File: config.mk
export PLATFORM = sky130hd
export DESIGN_NAME = incubator_heater_and_turner_control_unit
export DESIGN_NICKNAME = d
export VERILOG_FILES = /design/src/rtl/ihtc_pkg.sv /design/src/rtl/incubator_heater_and_turner_control_unit.sv
export SDC_FILE = /design/constraint.sdc
export NUM_CORES = 1
export LEC_CHECK = 0
export ABC_CLOCK_PERIOD_IN_PS = 3700
export BUFFER_PORTS_ARGS = -buffer_cell sky130_fd_sc_hd__buf_2
export CAP_MARGIN = 40
export CORE_ASPECT_RATIO = 2
export CORE_MARGIN = 2
export CORE_UTILIZATION = 40
export CTS_CLUSTER_SIZE = 20
export DETAILED_ROUTE_END_ITERATION = 7
export PLACE_DENSITY_LB_ADDON = 0.15
export SLEW_MARGIN = 20
export SYNTH_ARGS = -nofsm -noshare
export SYNTH_HDL_FRONTEND = slang
export SYNTH_SLANG_ARGS = --single-unit
File: constraint.sdc
create_clock -name clk -period 3.7 [get_ports clk]
set_input_delay 0.37 -clock clk [delete_from_list [all_inputs] [get_ports clk]]
set_output_delay 0.37 -clock clk [all_outputs]
set_load 0.01 [all_outputs]
File: src/rtl/ihtc_pkg.sv
// ihtc_pkg: shared types and constants of the incubator heater and turner control unit
// no dependencies
`default_nettype none

package ihtc_pkg;

  typedef enum logic [2:0] {
    ST_IDLE,
    ST_EXEC,
    ST_DIV,
    ST_TURN,
    ST_DONE
  } state_t;

  typedef enum logic [1:0] {
    CMD_TICK   = 2'd0,
    CMD_SAMPLE = 2'd1,
    CMD_ADJUST = 2'd2,
    CMD_STATUS = 2'd3
  } command_t;

  localparam logic [1:0] DIR_OFF   = 2'd0;
  localparam logic [1:0] DIR_LEFT  = 2'd1;
  localparam logic [1:0] DIR_RIGHT = 2'd2;

  localparam logic [2:0] REG_MAX_TEMP      = 3'd0;
  localparam logic [2:0] REG_MIN_TEMP      = 3'd1;
  localparam logic [2:0] REG_TURN_ON       = 3'd2;
  localparam logic [2:0] REG_TURN_PERIOD   = 3'd3;
  localparam logic [2:0] REG_TICKS_PER_SEC = 3'd4;
  localparam logic [2:0] REG_DEADTIME      = 3'd5;

  localparam int unsigned SEC_W    = 32;
  localparam int unsigned PERIOD_W = 24;
  localparam int unsigned TEMP_W   = 10;
  localparam int unsigned TICK_W   = 5;
  localparam int unsigned DEAD_W   = 16;
  localparam int unsigned CFG_W    = 24;

  localparam logic [PERIOD_W-1:0] DEFAULT_PERIOD = 24'd3600;
  localparam logic [SEC_W-1:0]    SECONDS_MAX    = 32'hFFFF_FFFF;

endpackage

`default_nettype wire

File: src/rtl/incubator_heater_and_turner_control_unit.sv
// incubator_heater_and_turner_control_unit: heater hysteresis, seconds prescaler and turner
// uses ihtc_pkg; the turner remainder comes from a one-bit-per-cycle restoring divider
// Ticks, adjustments and status pass EXEC, then DONE, which loads the output register.
// Samples add DIV and TURN: the 25-bit compare/subtract runs 32 divider steps.
// One item at a time; the next item is taken while a finished beat waits at the output.
// Reset (rst, synchronous) restores register defaults and clears all control state.
`default_nettype none

module incubator_heater_and_turner_control_unit
  import ihtc_pkg::*;
(
  input  wire logic               clk,
  input  wire logic               rst,
  input  wire logic               cfg_write,
  input  wire logic [2:0]         cfg_index,
  input  wire logic [CFG_W-1:0]   cfg_data,
  input  wire logic               in_valid,
  output logic                    in_stall,
  input  wire logic [1:0]         command,
  input  wire logic [TEMP_W-1:0]  sample,
  input  wire logic signed [23:0] clock_offset,
  output logic                    out_valid,
  input  wire logic               out_stall,
  output logic                    heater_on,
  output logic                    motor_left,
  output logic                    motor_right,
  output logic [SEC_W-1:0]        elapsed_seconds,
  output logic [1:0]              turn_direction
);

  // configuration
  logic [TEMP_W-1:0]   max_temp;
  logic [TEMP_W-1:0]   min_temp;
  logic [PERIOD_W-1:0] turn_on_seconds;
  logic [PERIOD_W-1:0] turn_period_seconds;
  logic [TICK_W-1:0]   ticks_per_second;
  logic [DEAD_W-1:0]   deadtime_ticks;

  // control state
  state_t state, state_next;
  logic [TICK_W-1:0] tick_count;
  logic [SEC_W-1:0]  seconds_count;
  logic              heater_flag;
  logic [1:0]        last_direction;
  logic [DEAD_W-1:0] deadtime_left;

  // captured beat
  command_t          cmd_reg;
  logic [TEMP_W-1:0] sample_reg;
  logic [23:0]       offset_reg;

  // divider
  logic [SEC_W-1:0]    div_dividend;
  logic [PERIOD_W-1:0] div_rem;
  logic                div_q0;
  logic [4:0]          div_count;

  logic                accept;
  logic                out_load;
  logic [PERIOD_W-1:0] period_sel;
  logic [PERIOD_W:0]   div_shifted;
  logic [PERIOD_W+1:0] div_diff;
  logic                div_ge;
  logic [TICK_W-1:0]   tick_limit;
  logic [TICK_W:0]     tick_inc;
  logic [TICK_W:0]     tick_new;
  logic [33:0]         adj_sum;
  logic [1:0]          dir_new;
  logic                run;

  assign accept     = in_valid && !in_stall;
  assign period_sel = (turn_period_seconds == '0) ? DEFAULT_PERIOD : turn_period_seconds;

  assign div_shifted = {div_rem, div_dividend[SEC_W-1]};
  assign div_diff    = {1'b0, div_shifted} - {2'b00, period_sel};
  assign div_ge      = !div_diff[PERIOD_W+1];

  assign tick_limit = (ticks_per_second == '0) ? TICK_W'(1) : ticks_per_second;
  assign tick_inc   = {1'b0, tick_count} + (TICK_W+1)'(1);
  assign tick_new   = (tick_inc > {1'b0, tick_limit}) ? (tick_inc - {1'b0, tick_limit})
                                                     : tick_inc;

  assign adj_sum = {2'b00, seconds_count} + {{10{offset_reg[23]}}, offset_reg};

  assign dir_new = (div_rem < turn_on_seconds) ? (div_q0 ? DIR_LEFT : DIR_RIGHT) : DIR_OFF;
  assign run     = (deadtime_left == '0);

  always_ff @(posedge clk) begin
    state <= rst ? ST_IDLE : state_next;
  end

  always_comb begin
    state_next = state;
    in_stall   = 1'b1;
    out_load   = 1'b0;
    case (state)
      ST_IDLE: begin
        in_stall = 1'b0;
        if (in_valid) begin
          state_next = ST_EXEC;
        end
      end
      ST_EXEC: begin
        state_next = (cmd_reg == CMD_SAMPLE) ? ST_DIV : ST_DONE;
      end
      ST_DIV: begin
        if (div_count == 5'd31) begin
          state_next = ST_TURN;
        end
      end
      ST_TURN: begin
        state_next = ST_DONE;
      end
      ST_DONE: begin
        if (!out_valid || !out_stall) begin
          out_load   = 1'b1;
          state_next = ST_IDLE;
        end
      end
      default: begin
        state_next = ST_IDLE;
      end
    endcase
  end

  always_ff @(posedge clk) begin
    if (rst) begin
      max_temp            <= TEMP_W'(75);
      min_temp            <= TEMP_W'(73);
      turn_on_seconds     <= PERIOD_W'(30);
      turn_period_seconds <= PERIOD_W'(60);
      ticks_per_second    <= TICK_W'(18);
      deadtime_ticks      <= DEAD_W'(18);
    end else if (cfg_write) begin
      case (cfg_index)
        REG_MAX_TEMP:      max_temp            <= cfg_data[TEMP_W-1:0];
        REG_MIN_TEMP:      min_temp            <= cfg_data[TEMP_W-1:0];
        REG_TURN_ON:       turn_on_seconds     <= cfg_data[PERIOD_W-1:0];
        REG_TURN_PERIOD:   turn_period_seconds <= cfg_data[PERIOD_W-1:0];
        REG_TICKS_PER_SEC: ticks_per_second    <= cfg_data[TICK_W-1:0];
        REG_DEADTIME:      deadtime_ticks      <= cfg_data[DEAD_W-1:0];
        default: ;
      endcase
    end
  end

  always_ff @(posedge clk) begin
    if (accept) begin
      cmd_reg    <= command_t'(command);
      sample_reg <= sample;
      offset_reg <= clock_offset;
    end
  end

  always_ff @(posedge clk) begin
    if (rst) begin
      tick_count     <= '0;
      seconds_count  <= '0;
      heater_flag    <= 1'b0;
      last_direction <= DIR_OFF;
      deadtime_left  <= '0;
      div_count      <= '0;
    end else begin
      case (state)
        ST_EXEC: begin
          case (cmd_reg)
            CMD_TICK: begin
              tick_count <= tick_new[TICK_W-1:0];
              if (tick_inc > {1'b0, tick_limit} && seconds_count != SECONDS_MAX) begin
                seconds_count <= seconds_count + SEC_W'(1);
              end
              if (deadtime_left != '0) begin
                deadtime_left <= deadtime_left - DEAD_W'(1);
              end
            end
            CMD_SAMPLE: begin
              if (sample_reg > max_temp) begin
                heater_flag <= 1'b0;
              end else if (sample_reg < min_temp) begin
                heater_flag <= 1'b1;
              end
              div_count <= '0;
            end
            CMD_ADJUST: begin
              if (adj_sum[33]) begin
                seconds_count <= '0;
              end else if (adj_sum[32]) begin
                seconds_count <= SECONDS_MAX;
              end else begin
                seconds_count <= adj_sum[SEC_W-1:0];
              end
            end
            default: ;
          endcase
        end
        ST_DIV: begin
          div_count <= div_count + 5'd1;
        end
        ST_TURN: begin
          if (dir_new != last_direction) begin
            deadtime_left <= deadtime_ticks;
          end
          last_direction <= dir_new;
        end
        default: ;
      endcase
    end
  end

  // restoring divider, one quotient bit per cycle
  always_ff @(posedge clk) begin
    if (state == ST_EXEC) begin
      div_dividend <= seconds_count;
      div_rem      <= '0;
      div_q0       <= 1'b0;
    end else if (state == ST_DIV) begin
      div_dividend <= {div_dividend[SEC_W-2:0], 1'b0};
      div_rem      <= div_ge ? div_diff[PERIOD_W-1:0] : div_shifted[PERIOD_W-1:0];
      div_q0       <= div_ge;
    end
  end

  // output register
  always_ff @(posedge clk) begin
    if (rst) begin
      out_valid <= 1'b0;
    end else if (out_load) begin
      out_valid <= 1'b1;
    end else if (out_valid && !out_stall) begin
      out_valid <= 1'b0;
    end
  end

  always_ff @(posedge clk) begin
    if (out_load) begin
      heater_on       <= heater_flag;
      motor_left      <= run && (last_direction == DIR_LEFT);
      motor_right     <= run && (last_direction == DIR_RIGHT);
      elapsed_seconds <= seconds_count;
      turn_direction  <= last_direction;
    end
  end

`ifndef ASSERT_OFF
  a_busy_after_accept: assert property (@(posedge clk) disable iff (rst)
    accept |=> (state == ST_EXEC) && in_stall)
    else $error("accepted beat did not start execution");

  a_drain_when_idle: assert property (@(posedge clk) disable iff (rst)
    out_valid && !out_stall && (state != ST_DONE) |=> !out_valid)
    else $error("taken output beat was not cleared");

  a_motor_exclusive: assert property (@(posedge clk) disable iff (rst)
    out_valid |-> !(motor_left && motor_right))
    else $error("both motor drives active");

  a_rem_below_period: assert property (@(posedge clk) disable iff (rst)
    state == ST_TURN |-> div_rem < period_sel)
    else $error("divider remainder not below period");
`endif

endmodule

`default_nettype wire

After elaboration in Yosys (flattened, before gate mapping). Cells that the tools add are included.

Output and inout bits: 39. Word-level logic and storage cells: 123. Bits in registers: 284. Input port bits: 68.

Equal/unequal tests: 24. Muxes and demuxes: 30. Reductions and logical operators: 33. Magnitude comparators: 4. Add/subtract/negate cells: 7.

Operators by type and width (number): 32-bit two-way mux (5); 32-bit one-hot mux with 2 select lines (1); 16-bit two-way mux (3); 24-bit two-way mux (2); 33-bit by 24-bit adder with 34-bit output (1); 32-bit by 1-bit adder with 32-bit output, second input constant (1); 32-bit != test, second input constant (1); 16-bit one-hot mux with 2 select lines (1); 25-bit by 24-bit subtractor with 26-bit output (1); 24-bit zero test (1); 24-bit < comparator (1); 16-bit zero test (1); 2-bit AND reduction (8); 16-bit nonzero test (1); 16-bit by 1-bit subtractor with 16-bit output, second input constant (1); 5-bit two-way mux (3); 3-bit one-hot mux with 5 select lines (1); 2-bit != test, second input constant (7); 3-bit by 2-bit equality test with 1-bit output, second input constant (4); 3-bit two-way mux (4); 10-bit > comparator (1); 10-bit < comparator (1); 5-bit one-hot mux with 2 select lines (1); 2-bit nonzero test (5); 21 further kinds (42).

Logic depth before layout (Yosys ltp). Gate-level depths: netlist (run 1).

Word-level depth: 6. Mapped depth: 16. Gate-level depth less buffers: 14.

Worst setup path before layout (run 1). Ideal clock, no wire load.

Kind: register -> register. Start point: register turn_period_seconds[17]. End point: register div_rem[0]. Buffers on the path: 1. Cell stages (with the launch flop): 15. Path slack: 0.583 ns. Library setup time: 0.085 ns. Arrival time: 3.033 ns. Data required time: 3.615 ns. Clock period less this slack: 3.117 ns. Path through: dfxtp_1 nor4_1 nand4_1 nor2_1 nor2_1 ha_1 a21oi_1 o21ai_0 a221o_1 and2_4 o41ai_4 a31oi_1 buf_6 mux2_4 o22ai_2.

Cells in the longest elaborated chain, start to end: 4.

RTL lines: from (decl) (line incubator_heater_and_turner_control_unit.sv:35) `logic [PERIOD_W-1:0] turn_period_seconds;`; from (signal assigned) (line incubator_heater_and_turner_control_unit.sv:139) `REG_TURN_PERIOD: turn_period_seconds <= cfg_data[PERIOD_W-1:0];`; 24-bit zero test (line incubator_heater_and_turner_control_unit.sv:72) `assign period_sel = (turn_period_seconds == '0) ? DEFAULT_PERIOD : turn_period_seconds;`; 24-bit two-way mux * (line incubator_heater_and_turner_control_unit.sv:72); 25-bit by 24-bit subtractor with 26-bit output * (line incubator_heater_and_turner_control_unit.sv:75) `assign div_diff = {1'b0, div_shifted} - {2'b00, period_sel};`; 24-bit two-way mux * (line incubator_heater_and_turner_control_unit.sv:218) `div_rem <= div_ge ? div_diff[PERIOD_W-1:0] : div_shifted[PERIOD_W-1:0];`; to (signal assigned) (line incubator_heater_and_turner_control_unit.sv:218); to (decl) (line incubator_heater_and_turner_control_unit.sv:54) `logic [PERIOD_W-1:0] div_rem;`.

Every way passes the cells marked *; elsewhere a longest branch is shown, timed or not. A chain may end at the register's enable or synchronous reset.

Worst setup path after layout (run 1).
Start point: register seconds_count[1]. End point: register seconds_count[17].

Cells in the longest elaborated chain, start to end: 4.

RTL lines: from (decl) (line incubator_heater_and_turner_control_unit.sv:42) `logic [SEC_W-1:0] seconds_count;`; from (signal assigned) (line incubator_heater_and_turner_control_unit.sv:170) `seconds_count <= seconds_count + SEC_W'(1);`; from (signal assigned) (line incubator_heater_and_turner_control_unit.sv:190) `seconds_count <= adj_sum[SEC_W-1:0];`; 33-bit by 24-bit adder with 34-bit output / 32-bit != test (equally long branches) (line incubator_heater_and_turner_control_unit.sv:83, incubator_heater_and_turner_control_unit.sv:169); 32-bit two-way mux / 1-bit logical AND (equally long branches) (line incubator_heater_and_turner_control_unit.sv:187, incubator_heater_and_turner_control_unit.sv:169); 32-bit two-way mux / 2-bit != test (equally long branches); 32-bit one-hot mux with 2 select lines / 3-bit AND reduction (equally long branches).

Parallel ways exist; a longest one is shown, timed or not. The select of a mux whose other input is x is not followed.

==> metrics.csv, run 1 <==
metric,value,unit
cp.arrival,4.00,ns
port_buffers,106,
finalSetupTns,0,ns
setup_ws,0.178,ns
layout-drive-gt1-share,0.130,
hold_viol,0,
setup_viol,0,
largestRegisters,"div_dividend (32), elapsed_seconds (32), seconds_count (32)",
cts_root_buf,clkbuf_16,
seq_area_frac_synth,0.421,
cp.required,4.17,ns
synth_cells,1871,
postCtsSetupRepairBufs,0,
core_area,39400,um2
vdd_drop_max,389,uV
path_clk_slew,0.07,ns
final_nets,2216,
fp.dieW,145,um
worst_slew_pin_slew,0.838,ns
synth_top_area_frac,0.224,
relSlewSlack,0.441,
yosysUniqueCellTypes,81,
end_kind,flop,
critical_path_class,flop to flop,
routed_wl,47400,um
status,"complete, no violations",
ys_ff_latch,284,
clock_latency,0.58,ns
drt_iter0_drc,740,
worst-path-max-fanout,15,
synthArstFlopShare,0,
syn_nets,2052,
worst_path_most_repeated_cell,o21ai_1,
post_drt_wl_per_cell,18.3,um
max_freq,284,MHz
gp_congestion,0.889,
skew,0.0163,ns
post-place-ws,0.205,ns
grt_max_degree,73,
path_buf_inv,0,
rows,103,
drtAntennaViolNets,0,
ios,107,
cts_tree,done,
fin_crit_sh,0.952,
synth_common_cells,"nand2_1 (344), a21oi_1 (181), dfxtp_1 (179)",
grt_pass1_vias,14300,
dieArea,41700,um2
min_period,3.52,ns
synth_edf_count,105,
synth-main-ff-cell,dfxtp_1,
clock-sinks,284,
initial_core_util,0.406,
fin_util,0.483,
hold_class,input port to flop,
max_cap_violations,0,
synth_area_per_cell,8.55,um2
drc,0,
hpwl,36500,um
gr-total-overflow,0,
crit_path_max_incr_delay,0.56,ns
p_total,9.78,mW
n_fill_cell,3900,
cts_max_level,1,
via_per_inst,5.44,
p_leak,7.63,nW
netlist_area,16000,um2
yosys.area.top_type,dfxtp_1,
drv_slew,0,
power.density,513,nW/um2
antenna_cells,0,
grt_antenna_before_repair,0,
firstDrtPassIters,5,
gr-usage-all-layers,0.225,
crit_family,compound AO/OA/AOI/OAI gates,
grt_first_pass_wirelength,75300,um
areaGrowthSynthToFinish,19.2,%
yosysMostFrequentCell,nand2_1,
ys_top_cells_by_area,"dfxtp_1 (22%), edfxtp_1 (20%), ha_1 (8.6%), nand2_1 (8.1%), a21oi_1 (5.7%)",
die_h,287,um
vias,14100,
start_kind,flop,
path_cells,ha_1 > a211oi_1 > o21ai_0 > a21oi_1 > a311oi_2 > o21ai_1 > mux2_2 > nand2_2 > o21ai_1 > a311oi_1,
clockBufferDepth,3,
rsz0062_at_grt,false,
cp_slowest_cell,a21oi_1,
cts_made_buffers,29,
ys_warn_count,0,
==> path summary, 6_finish.rpt <==
| kind | slack [ns] | start | cells after the start | to |
|---|---|---|---|---|
| worst max-delay path | 0.18 | seconds_count[1] | 10 | seconds_count[17] |
| worst min-delay path | 0.05 | cfg_data[16] | 3 | turn_on_seconds[16] |
| worst max register to register | 0.18 | seconds_count[1] | 10 | seconds_count[17] |
| worst min register to register | 0.46 | turn_on_seconds[20] | 2 | turn_on_seconds[20] |
==> placed cells by master, fill, tap and decap left out, types with 12 or more instances in the layout <==
| cell | netlist | final |
|---|---|---|
| a21o_1 | 39 | 39 |
| clkbuf_16 | 0 | 30 |
| buf_4 | 3 | 70 |
| xnor2_1 | 36 | 36 |
| nand3_1 | 42 | 42 |
| buf_2 | 14 | 107 |
| nor3_1 | 40 | 39 |
| mux2i_1 | 30 | 30 |
| and3_1 | 22 | 21 |
| edfxtp_1 | 105 | 105 |
| o21ai_0 | 65 | 65 |
| nand4_1 | 21 | 21 |
| nor4_1 | 21 | 21 |
| inv_1 | 85 | 85 |
| a211oi_1 | 27 | 27 |
| and2_1 | 13 | 13 |
| a31oi_1 | 26 | 25 |
| a21oi_1 | 181 | 179 |
| dlygate4sd3_1 | 0 | 36 |
| o21a_1 | 16 | 16 |
| nand2_1 | 344 | 344 |
| o211ai_1 | 19 | 19 |
| nor2b_1 | 14 | 12 |
| nor2_1 | 129 | 128 |
| dfxtp_1 | 179 | 179 |
| o21ai_1 | 56 | 56 |
| ha_1 | 110 | 110 |
| xor2_1 | 22 | 22 |
==> per-layer routing <==
layer	vias up	share of wire	routed length (um)	GRT usage
met1	6632	0.35	16500	0.216
met4	0	0.055	2620	0.119
met5	-	0	0	0
met2	306	0.57	27100	0.465
li1	7022	-	-	-
met3	102	0.026	1240	0.0171
==> what timing repair did <==
item                                   CTS  global route
setup endpoints to repair                0             5
hold buffers                            36             0
resized for setup                        0             1
endpoints found under the hold margin   36             0
==> final cells by class <==
| type | instances | area, um2 | share of cell area |
|---|---|---|---|
| inverter | 85 | 319 | 0.0167 |
| clock buffer | 35 | 790 | 0.0414 |
| tap | 525 | 657 | 0.0345 |
| clock inverter | 19 | 315 | 0.0165 |
| multi-input combinational | 1411 | 8620 | 0.452 |
| timing repair buffer | 224 | 1620 | 0.0850 |
| sequential | 284 | 6740 | 0.353 |
==> kinds of logic after synthesis <==
group,share of synthesized area
AOI/OAI and AO/OA,0.197
xor gates and xnor gates,0.0318
adders and majority gates,0.0898
buffers and inverters,0.0436
DFF,0.421
muxes,0.0211
and+or+nand+nor,0.195
==> worst register-to-register path, cell delays in order (launching register included) <==
cell      delay, ns
dfxtp_1        0.51
ha_1           0.31
a211oi_1       0.33
o21ai_0        0.18
a21oi_1        0.56
a311oi_2       0.21
o21ai_1        0.20
mux2_2         0.41
nand2_2        0.30
o21ai_1        0.12
a311oi_1       0.29
==> power breakdown <==
group | leakage (nW) | internal [mW] | switching, mW
Combinational | 4.66 | 1.21 | 1.56
Sequential | 2.44 | 3.46 | 0.146
Clock | 0.531 | 2.04 | 1.36
Total | 7.63 | 6.71 | 3.07
==> through the flow <==
stage / hold slack [ns] / cell area [um2] / instances
floorplan: 0.431 / 16000 / 1871
global placement: 0.444 / 17400 / 2483
detailed placement: 0.449 / 17600 / 2493
CTS: 0.0274 / 19100 / 2583
global route: 0.0476 / 19100 / 2583
finish: 0.0543 / 19100 / 2583
(Power assumes the default switching activity.)
==> run 2: changes to the inputs <==
- ABC_AREA: not set -> 1
==> run 2 against run 1 <==
Design area grew 0.83%. Fmax grew 5.7%. Largest power group is now combinational cells. Sequential share of layout area shrank 0.29 points. Combinational power grew 99%. Critical endpoint is now div_rem[16]. Power grew 27%. Via count grew 10%. Core utilization shrank 1.6 points. Hold slack gained 0.037 ns.
==> metrics.csv, run 2 <==
metric,value,unit
status,"complete, no violations",
setup_viol,0,
seq_area_frac_synth,0.403,
ys_warn_count,0,
multi_input_area,8660,um2
post-place-ws,0.188,ns
vias,15500,
path_clk_slew,0.07,ns
min_from,out_stall,
hold_end,out_valid,
path_buf_inv,0,
ios,107,
hpwl,43800,um
cts_made_buffers,29,
via_per_inst,5.25,
die_h,293,um
clockBufferDepth,3,
largestRegisters,"div_dividend (32), elapsed_seconds (32), seconds_count (32)",
clock-sinks,284,
hold_depth,3,
grt_antenna_before_repair,0,
synth_area_per_cell,7.42,um2
end_kind,flop,
grt_pass1_vias,15700,
cts_max_level,1,
finalSetupTns,0,ns
synth_top_area_frac,0.215,
synthArstFlopShare,0,
ys_top_cells_by_area,"dfxtp_1 (21%), edfxtp_1 (19%), nand2_1 (11%), ha_1 (8.2%), a21oi_1 (7.1%)",
synth_cells,2251,
drv_slew,0,
netlist_area,16700,um2
layout_common_cells,"nand2_1 (500), inv_1 (253), a21oi_1 (236)",
reg2reg_to,div_rem[16],
fp.dieW,148,um
syn_nets,2432,
vdd_drop_max,411,uV
max_freq,300,MHz
min_period,3.33,ns
layout-drive-gt1-share,0.0892,
ff2ff_setup_slack,0.37,ns
cts_root_buf,clkbuf_16,
crit_path_max_incr_delay,0.48,ns
grt_max_degree,122,
worst_path_most_repeated_cell,nand2_1,
dieArea,43500,um2
p_leak,8.64,nW
setup_ws,0.369,ns
n_fill_cell,4227,
max_cap_violations,0,
clock_latency,0.59,ns
rows,105,
seq_area,6740,um2
hold_viol,0,
synth_edf_count,105,
crit_cells,13,
antenna_cells,0,
routed_wl,56200,um
gr-total-overflow,0,
relSlewSlack,0.530,
cp_slowest_cell,nor4_2,
post_drt_wl_per_cell,19.1,um
ys_ff_latch,284,
cts_tree,done,
drc,0,
yosys.area.top_type,dfxtp_1,
areaGrowthSynthToFinish,15.1,%
drtAntennaViolNets,0,
yosysMostFrequentCell,nand2_1,
final_common_cell,nand2_1,
drt_iter0_drc,779,
gr-usage-all-layers,0.257,
port_buffers,106,
hold_class,input port to flop,
rsz0062_at_grt,false,
cp.arrival,3.79,ns
gp_congestion,1.02,
p_total,12.5,mW
initial_core_util,0.406,
firstDrtPassIters,5,
fin_crit_sh,0.900,
final_nets,2569,
yosysUniqueCellTypes,48,
worst-path-max-fanout,4,
grt_first_pass_wirelength,85600,um
path_cells,nor4_1 > nand4_1 > nor3_1 > nor2_1 > ha_1 > nand2_1 > nor4_2 > a21oi_1 > o21ai_0 > xor2_1 > nand2_1 > nand3_1 > nand2_1,
worst_slew_pin_slew,0.704,ns
synth-main-ff-cell,dfxtp_1,
skew,0.0232,ns
start_kind,flop,
crit_family,simple AND/OR/NAND/NOR gates,
fin_util,0.467,
reg2reg_depth,13,
r2r_start,turn_period_seconds[0],
cp.required,4.16,ns
power.density,648,nW/um2
core_area,41100,um2
synth_common_cells,"nand2_1 (500), inv_1 (254), a21oi_1 (236)",
critical_path_class,flop to flop,
## run 2: cell types whose count changed in the layout (fill, tap and decap cells not counted), sizes merged, moves of 29 or more
cell and change:
a21o -31, a21oi +54, buf -47, inv +170, mux2i -29, nand2 +162
nand3 +86, nor2 +102, o21ai +87
## run 2: metrics by stage
step,cells,cell area [um2],hold WS (ns)
global route,2946,19200,0.0729
floorplan,2251,16700,0.409
CTS,2946,19200,0.0525
global placement,2854,17800,0.435
finish,2946,19200,0.0911
detailed placement,2856,17900,0.424
## run 2: worst register-to-register path, delay by kind of cell (launching register included)
family	cells	cell delay, ns
and+or+nand+nor	9	1.93
AOI/OAI and AO/OA	2	0.42
adders and majority gates	1	0.38
DFF	1	0.33
xor gates and xnor gates	1	0.16
## run 2: cell type report
class / count / share of cell area
flip-flops and latches: 284 / 0.351
well taps: 535 / 0.0348
repair buffers: 177 / 0.0630
multi-input cells: 1634 / 0.451
clock inverters: 9 / 0.00560
inverters: 262 / 0.0512
clock buffers: 45 / 0.0441
## run 2: how the worst max path moves through the flow
| stage | start | endpoint | slack (ns) |
|---|---|---|---|
| floorplan | state[1] | elapsed_seconds[0] | 1.07 |
| global placement | turn_period_seconds[0] | div_rem[16] | 0.22 |
| detailed placement | turn_period_seconds[0] | div_rem[16] | 0.19 |
| CTS | turn_period_seconds[0] | div_rem[16] | 0.16 |
| global route | turn_period_seconds[1] | div_rem[13] | 0.07 |
| finish | turn_period_seconds[0] | div_rem[16] | 0.37 |
## run 2: cells by family after synthesis
group | synth area share
buf+inv | 0.0791
compound gates | 0.163
flops | 0.403
simple gates | 0.240
fa+ha+maj | 0.0860
mux | 0.000600
xor+xnor | 0.0278
## run 2: what timing repair did
item | 4_1_cts | 5_1_grt
setup buffers | 0 | 0
hold endpoints to repair | 36 | 0
hold buffers | 36 | 0
resized for setup | 0 | 1
setup endpoints to repair | 0 | 1
## run 2: power breakdown
part	internal (mW)	total (mW)	leakage [nW]	switching [mW]
combinational	1.79	5.52	5.73	3.73
sequential	3.62	3.92	2.44	0.293
clock	1.72	3.02	0.469	1.30
total	7.13	12.5	8.64	5.33
## run 2: routing by layer
metal,GRT usage,share of wire,vias up
li1,-,-,7829
met2,0.522,0.56,355
met5,0,0,-
met3,0.0230,0.030,155
met4,0.169,0.075,0
met1,0.234,0.34,7135
==> run 3: changes to the inputs <==
- CORE_ASPECT_RATIO: 2 -> 1.4
==> run 3 against run 2 <==
Wire length fell by 11%. Critical endpoint is now div_rem[12]. Non-clock buffer count is 11 lower. Core utilization is essentially flat. Sequential share of layout area hardly changed. Fmax increased by 2.8%. Critical path depth grew 1. Clock power increased by 6%. Clock skew is 0.0058 ns lower. Design area is 0.13% higher. Register-to-register slack gained 0.09 ns. Highest routed layer unchanged. Cell count barely moved. Sequential power is essentially flat.
==> metrics.csv, run 3 (synthesized netlist as in run 2, its figures left out) <==
metric,value,unit
status,"complete, no violations",
initial_core_util,0.405,
crit_family,simple AND/OR/NAND/NOR gates,
setup_viol,0,
fin_crit_sh,0.876,
power.density,644,nW/um2
cts_tree,done,
ios,107,
gr-total-overflow,0,
relSlewSlack,0.510,
final_common_cell,nand2_1,
setup_ws,0.460,ns
hold_depth,3,
r2r_start,turn_period_seconds[1],
max_cap_violations,0,
reg2reg_depth,14,
cp_slowest_cell,nor3_1,
fin_util,0.467,
hpwl,38600,um
post_drt_wl_per_cell,17.0,um
skew,0.0174,ns
cts_made_buffers,31,
n_fill_cell,4258,
grt_max_degree,66,
cts_root_buf,clkbuf_16,
final_cells,2944,
worst-path-max-fanout,15,
cp.required,4.22,ns
layout-drive-gt1-share,0.0874,
antenna_cells,0,
clock-sinks,284,
p_clk_frac,0.257,
p_comb_frac,0.426,
post-place-ws,0.338,ns
min_period,3.24,ns
path_cells,nor4_1 > nand4_1 > nor3_1 > nor2_1 > ha_1 > a21o_1 > a21oi_1 > o21ai_2 > nand4_1 > nand2_2 > buf_4 > a21oi_1 > o21ai_0 > o21ai_0,
crit_path_max_incr_delay,0.35,ns
largestRegisters,"div_dividend (32), elapsed_seconds (32), seconds_count (32)",
routed_wl,50100,um
end_kind,flop,
worst_slew_pin_slew,0.733,ns
p_int,7.24,mW
drc,0,
p_leak,8.62,nW
clockBufferDepth,3,
areaGrowthSynthToFinish,15.3,%
path_clk_slew,0.07,ns
hold_class,input port to flop,
gr-usage-all-layers,0.230,
grt_antenna_before_repair,0,
cp.arrival,3.76,ns
via_per_inst,5.22,
grt_first_pass_wirelength,78600,um
vias,15400,
dieArea,43400,um2
min_from,cfg_data[10],
cts_max_level,1,
layout_common_cells,"nand2_1 (499), inv_1 (253), a21oi_1 (236)",
rsz0062_at_grt,false,
drtAntennaViolNets,0,
placed_cells,2850,
ff2ff_setup_slack,0.46,ns
final_nets,2560,
gp_congestion,0.980,
p_sw_frac,0.416,
clock_latency,0.60,ns
hold_end,deadtime_ticks[10],
start_kind,flop,
rows,88,
max_freq,309,MHz
finalSetupTns,0,ns
p_total,12.4,mW
vdd_drop_max,485,uV
power_frac_seq,0.317,
drv_slew,0,
path_buf_inv,1,
die_h,246,um
drt_iter0_drc,899,
grt_pass1_vias,15200,
firstDrtPassIters,5,
fp.dieW,177,um
p_sw,5.15,mW
port_buffers,106,
critical_path_class,flop to flop,
core_area,41200,um2
reg2reg_to,div_rem[12],
hold_viol,0,
run 3: repair_timing:
item | 4_1_cts | 5_1_grt
hold buffers | 36 | 0
endpoints found under the hold margin | 36 | 0
gates resized for setup | 0 | 1
buffers inserted | 0 | 0
setup endpoints to repair | 0 | 1
run 3: how the worst max path moves through the flow:
stage | depth (start not counted) | startpoint | endpoint
floorplan | 3 | state[1] | elapsed_seconds[0]
global placement | 13 | turn_period_seconds[1] | div_rem[12]
detailed placement | 14 | turn_period_seconds[1] | div_rem[12]
CTS | 14 | turn_period_seconds[1] | div_rem[12]
global route | 15 | turn_period_seconds[1] | div_rem[2]
finish | 14 | turn_period_seconds[1] | div_rem[12]
run 3: power groups by stage:
stage	clock network [mW]	registers, mW	logic [mW]
after floorplan	0	3.88	3.88
after global placement	0	4.00	5.16
after detailed placement	0	4.00	5.21
after CTS	3.28	3.94	5.27
after global routing	3.39	3.97	6.01
final	3.19	3.93	5.27
run 3: cell type report:
class,count,area (um2),share of cell area
clock buffer,42,848,0.0441
clock inverter,16,189,0.00982
inverter,262,985,0.0512
multi-input combinational,1634,8660,0.450
sequential,284,6740,0.350
tap,540,676,0.0351
timing repair buffer,166,1150,0.0598
run 3: stage by stage:
step / hold slack, ns / area, um2
after floorplan: 0.409 / 16700
after global placement: 0.416 / 17700
after detailed placement: 0.433 / 17800
after CTS: 0.0352 / 19200
after global routing: 0.0561 / 19200
final: 0.0609 / 19200
run 3: per-layer routing:
| layer | vias to the layer above | wire (um) | GRT usage | share of wire |
|---|---|---|---|---|
| li1 | 7817 | - | - | - |
| met1 | 7096 | 19500 | 0.250 | 0.39 |
| met2 | 343 | 26600 | 0.442 | 0.53 |
| met3 | 119 | 1710 | 0.0210 | 0.034 |
| met4 | 0 | 2290 | 0.106 | 0.046 |
| met5 | - | 0 | 0 | 0 |
run 3: worst reg2reg max path, stage by stage (launching register included):
cell and delay [ns]:
dfxtp_1 0.34, nor4_1 0.34, nand4_1 0.17, nor3_1 0.35, nor2_1 0.11, ha_1 0.35, a21o_1 0.19, a21oi_1 0.29
o21ai_2 0.14, nand4_1 0.11, nand2_2 0.20, buf_4 0.27, a21oi_1 0.15, o21ai_0 0.09, o21ai_0 0.07
